===== src/rtl/scs_ram.sv =====
// generic single-port-write, single-port-read ram with registered read data
`timescale 1ns / 1ps

module scs_ram #(
    parameter int WIDTH = 8,
    parameter int DEPTH = 2,
    localparam int AW = (DEPTH > 1) ? $clog2(DEPTH) : 1
) (
    input  logic             clk,
    input  logic             we,
    input  logic [AW-1:0]    waddr,
    input  logic [WIDTH-1:0] wdata,
    input  logic [AW-1:0]    raddr,
    output logic [WIDTH-1:0] rdata
);

    logic [WIDTH-1:0] mem_reg [DEPTH];
    logic [WIDTH-1:0] rdata_reg;

    // write port and registered read port
    always_ff @(posedge clk)
    begin
        if (we)
        begin
            mem_reg[waddr] <= wdata;
        end
        rdata_reg <= mem_reg[raddr];
    end

    assign rdata = rdata_reg;

endmodule


===== config.mk =====
export PLATFORM = sky130hd
export DESIGN_NAME = scs_ram
export DESIGN_NICKNAME = d
export VERILOG_FILES = /design/src/rtl/scs_ram.sv
export SDC_FILE = /design/constraint.sdc
export NUM_CORES = 1
export LEC_CHECK = 0
export ABC_AREA = 1
export ABC_CLOCK_PERIOD_IN_PS = 1400
export BUFFER_PORTS_ARGS = -buffer_cell sky130_fd_sc_hd__buf_4
export CAP_MARGIN = 10
export CORE_MARGIN = 5
export CORE_UTILIZATION = 30
export DETAILED_ROUTE_END_ITERATION = 8
export PLACE_DENSITY = 0.61
export SLEW_MARGIN = 0
export SYNTH_ARGS = -nofsm -noshare
export SYNTH_HDL_FRONTEND = slang
export SYNTH_SLANG_ARGS = --single-unit

===== constraint.sdc =====
create_clock -name clk -period 1.4 [get_ports clk]
set_input_delay 0.42 -clock clk [delete_from_list [all_inputs] [get_ports clk]]
set_output_delay 0.42 -clock clk [all_outputs]
set_load 0.03 [all_outputs]

Word level (Yosys, flattened, before mapping):

Memory sizes are Yosys's and may differ from the RTL's. A register that Yosys moved wholly into a read port is not among the register bits.
Index checks and enable logic that the tools add are counted.

* register bits after elaboration: 0
* bits in writable memories: 16
* input port bits: 12
* output and inout port bits: 8
* word-level logic and storage cells: 3
* memories kept: 1

Memories
* mem_reg: depth 2, bits a word 8, rd ports 1, clocked after memory_dff 1, write ports 1, line 17 `logic [WIDTH-1:0] mem_reg [DEPTH];`

* multiplexer cells: 2

Operator list (number)
* 1-bit two-way mux: 2

Logic depth before layout (Yosys ltp):

* depth in word-level cells: 2
* gate-level depth with buffers: 4
* mapped depth without buffers: 3

Worst setup path after synthesis:

Ideal clock, no wire load.

* path kind: input to register
* start point: input we
* end point: memory mem_reg[0][0], enable pin
* setup time: 0.371 ns
* arrival: 0.809 ns
* data required time: 1.029 ns
* setup slack: 0.220 ns
* stages on the path: 2
* buffers on the path: 0
* path through: inv_1 nor2_1

* word-level cells in the longest chain between the ends: 2

Ends and longest elaborated chain
* start, declared: line 10 `input logic we,`
* 1-bit two-way mux: line 23 `if (we)`
* 1-bit two-way mux (not written as such): line 25 `mem_reg[waddr] <= wdata;`
* end, declared: line 17

Every way passes these cells.

Final worst setup path:

* start point: register rdata_reg[7] (netlist: rdata[7]) (read register of mem_reg)
* end point: output rdata[7]

RTL lines
* start, declared: line 18 `logic [WIDTH-1:0] rdata_reg;`
* end, declared: line 14 `output logic [WIDTH-1:0] rdata`

No word-level cell between the ends.

==> summary.md <==
| Metric | Value |
|---|---|
| CTS buffer count | `3` |
| Largest net degree at the start of global routing | `15` |
| Clock skew | `just under 0.003 ns` |
| Crit path cell chain | `buf_4` |
| DP HPWL | `772.2 um` |
| Bufs and invs on worst path | `1` |
| Number of core rows | `18` |
| H-tree level count | `1` |
| Fmax | `roughly 820 MHz` |
| Starting Density | `0.3099` |
| LEAKAGE | `0.4346 nW` |
| # diodes | `0` |
| Initial antenna violation count | `0` |
| Cells after Synth | `54` |
| Worst r2r src | `mem_reg[0][7]` |
| Worst path depth | `1` |
| Die Span Y | `60.36 um` |
| Fin crit share | `0.8696` |
| Delay of the slowest critical-path stage | `0.34 ns` |
| Unrepaired setup endpoints after global routing | `false` |
| Normalized max-slew margin | `0.7863` |
| Overflow left after global routing | `0` |
| Ports | `20` |
| Clock net sink count | `24` |
| Worst-Margin Slew | `between 0.3 and 0.4 ns` |
| Syn_nets | `66` |
| Reg2Reg Depth | `2` |
| Port Buffer Count | `19` |
| Hold_buf cts | `0` |
| Crit-path max FO | `1` |
| Final Slew Violations | `0` |
| Vias per cell | `3.953` |
| Fin. Hold Viols | `0` |
| Max-cap violations | `0` |
| Cell Pwr Density | `1455 nW/um2` |
| Reg2reg setup slack | `0.81 ns` |
| Clk slew on worst S/H paths | `0.12 ns` |
| Total Wirelength | `between 1000 and 1500 um` |
| Clock buffer depth | `2` |
| Cell area after synthesis | `760.7 um2` |
| Initial DRT Pass Iterations | `3` |
| Yosys cell types | `7` |
| CP startpoint | `rdata[7]` |
| First-pass GRT wire length | `1807 um` |
| Mean routed wirelength per cell | `10.18 um` |
| Clock Latency Late Sink | `0.30 ns` |
| Synth Register Bits | `24` |
| Setup crit start kind | `flop` |
| Tmin final | `1.217 ns` |
| Peak VDD IR | `0.7699 mV` |
| Root buf cell | `clkbuf_4` |
| DR vias | `423` |
| CP top delay family | `flip-flops` |
| Setup Fix Bufs, Post-CTS | `0` |
| Crit path to | `rdata[7]` |
| DRC Markers | `0` |
| Largest register FFs | `16` |
| FF-to-FF End | `rdata[7]` |
| Post-cts sizing count | `0` |
| Overall Global Routing Usage | `0.07213` |
| Post-synthesis sequential area ratio | `0.8421` |
| Req. time, crit path | `~0.98 ns` |
| Gpl congestion | `around 0.65` |
| Crit path DAT | `0.80 ns` |
| Min-Delay Path Class | `in2reg` |
| Die width | `60.36 um` |
| Layout area overhead | `30.10%` |
| Setup violators final | `0` |
| Vias in the first global route | `approximately 420` |
| Share of layout cells above drive strength 1 | `0.3247` |
| Outcome | `finished, final reports clean` |
| Final layout net count | `90` |
| Syn Area/Cell | `about 14 um2` |
| DR iter-0 viols | `11` |
| Worst setup EP type | `output port` |
| CTS tree | `done` |
| Die area | `about 3600 um2` |
| Kind of critical path | `reg2out` |
| Setup TNS | `0 ns` |
| CP max-delay cell | `dfxtp_1` |
| Yosys warns | `0` |
| Min Hold Slack | `slightly below 0.3 ns` |
| Remaining antenna violation count | `0` |
| Core area | `between 2000 and 2500 um2` |
-- worst min-delay path by stage --
stage                  start       endpoint  slack, ns  cells past startpoint
2_1_floorplan  mem_reg[0][0]       rdata[0]       0.41                      2
3_3_place_gp   mem_reg[0][6]       rdata[6]       0.42                      2
3_5_place_dp   mem_reg[0][5]       rdata[5]       0.42                      2
4_1_cts             wdata[7]  mem_reg[0][7]       0.28                      1
5_1_grt             wdata[2]  mem_reg[1][2]       0.26                      1
6_report            wdata[7]  mem_reg[0][7]       0.29                      1
-- per-layer routing --
| metal | vias to the layer above | routed length [um] | GRT usage |
|---|---|---|---|
| li1 | 222 | - | - |
| met1 | 187 | 421 | 0.08491 |
| met2 | 12 | 574 | 0.1204 |
| met3 | 2 | 85 | 0.01915 |
| met4 | 0 | 8 | 0.03797 |
| met5 | - | 0 | 0 |
-- metrics by stage --
step	worst slack [ns]	utilization	total power [W]	instances	instance area (um2)
floorplan	0.2201	-	0.0009128	54	760.7
global placement	0.2907	0.3818	0.0009770	103	937.1
detailed placement	0.2580	0.3818	0.0009811	103	937.1
CTS	0.1671	0.4032	0.001464	107	989.7
global route	0.1289	0.4032	0.001522	107	989.7
finish	0.1826	0.4032	0.001440	107	989.7
-- cells in the mapped netlist --
master    count  area share
nand2_1      25        0.12
edfxtp_1     16        0.63
dfxtp_1       8        0.21
inv_1         2      0.0099
buf_6         1       0.015
inv_2         1      0.0049
nor2_1        1      0.0049
-- layout make-up --
type / count / area [um2]
clock buffers: 3 / 22.52
clock inverters: 1 / 30.03
flip-flops and latches: 24 / 640.6
inverters: 3 / 11.26
fillers: 232 / 1465
well taps: 30 / 37.54
repair buffers: 20 / 150.1
multi-input cells: 26 / 97.59
-- layout by cell type (no fill, tap or decap), drive strengths merged --
master / n
bufinv: 1
nand2: 25
edfxtp: 16
buf: 20
dfxtp: 8
clkbuf: 3
inv: 3
nor2: 1
-- kinds of logic after synthesis --
| logic type | share of synthesized area |
|---|---|
| simple gates | 0.1283 |
| flops | 0.8421 |
| buf+inv | 0.02960 |
-- power by group --
group	internal (W)	total [W]	leakage [nW]	switching, W
Combinational	0.0000565	0.000139	0.189	0.0000827
Sequential	0.000810	0.000822	0.218	0.0000120
Clock	0.000289	0.000478	0.0279	0.000189
Total	0.00116	0.00144	0.435	0.000284
Note: power is estimated with default switching activity, not from simulation.
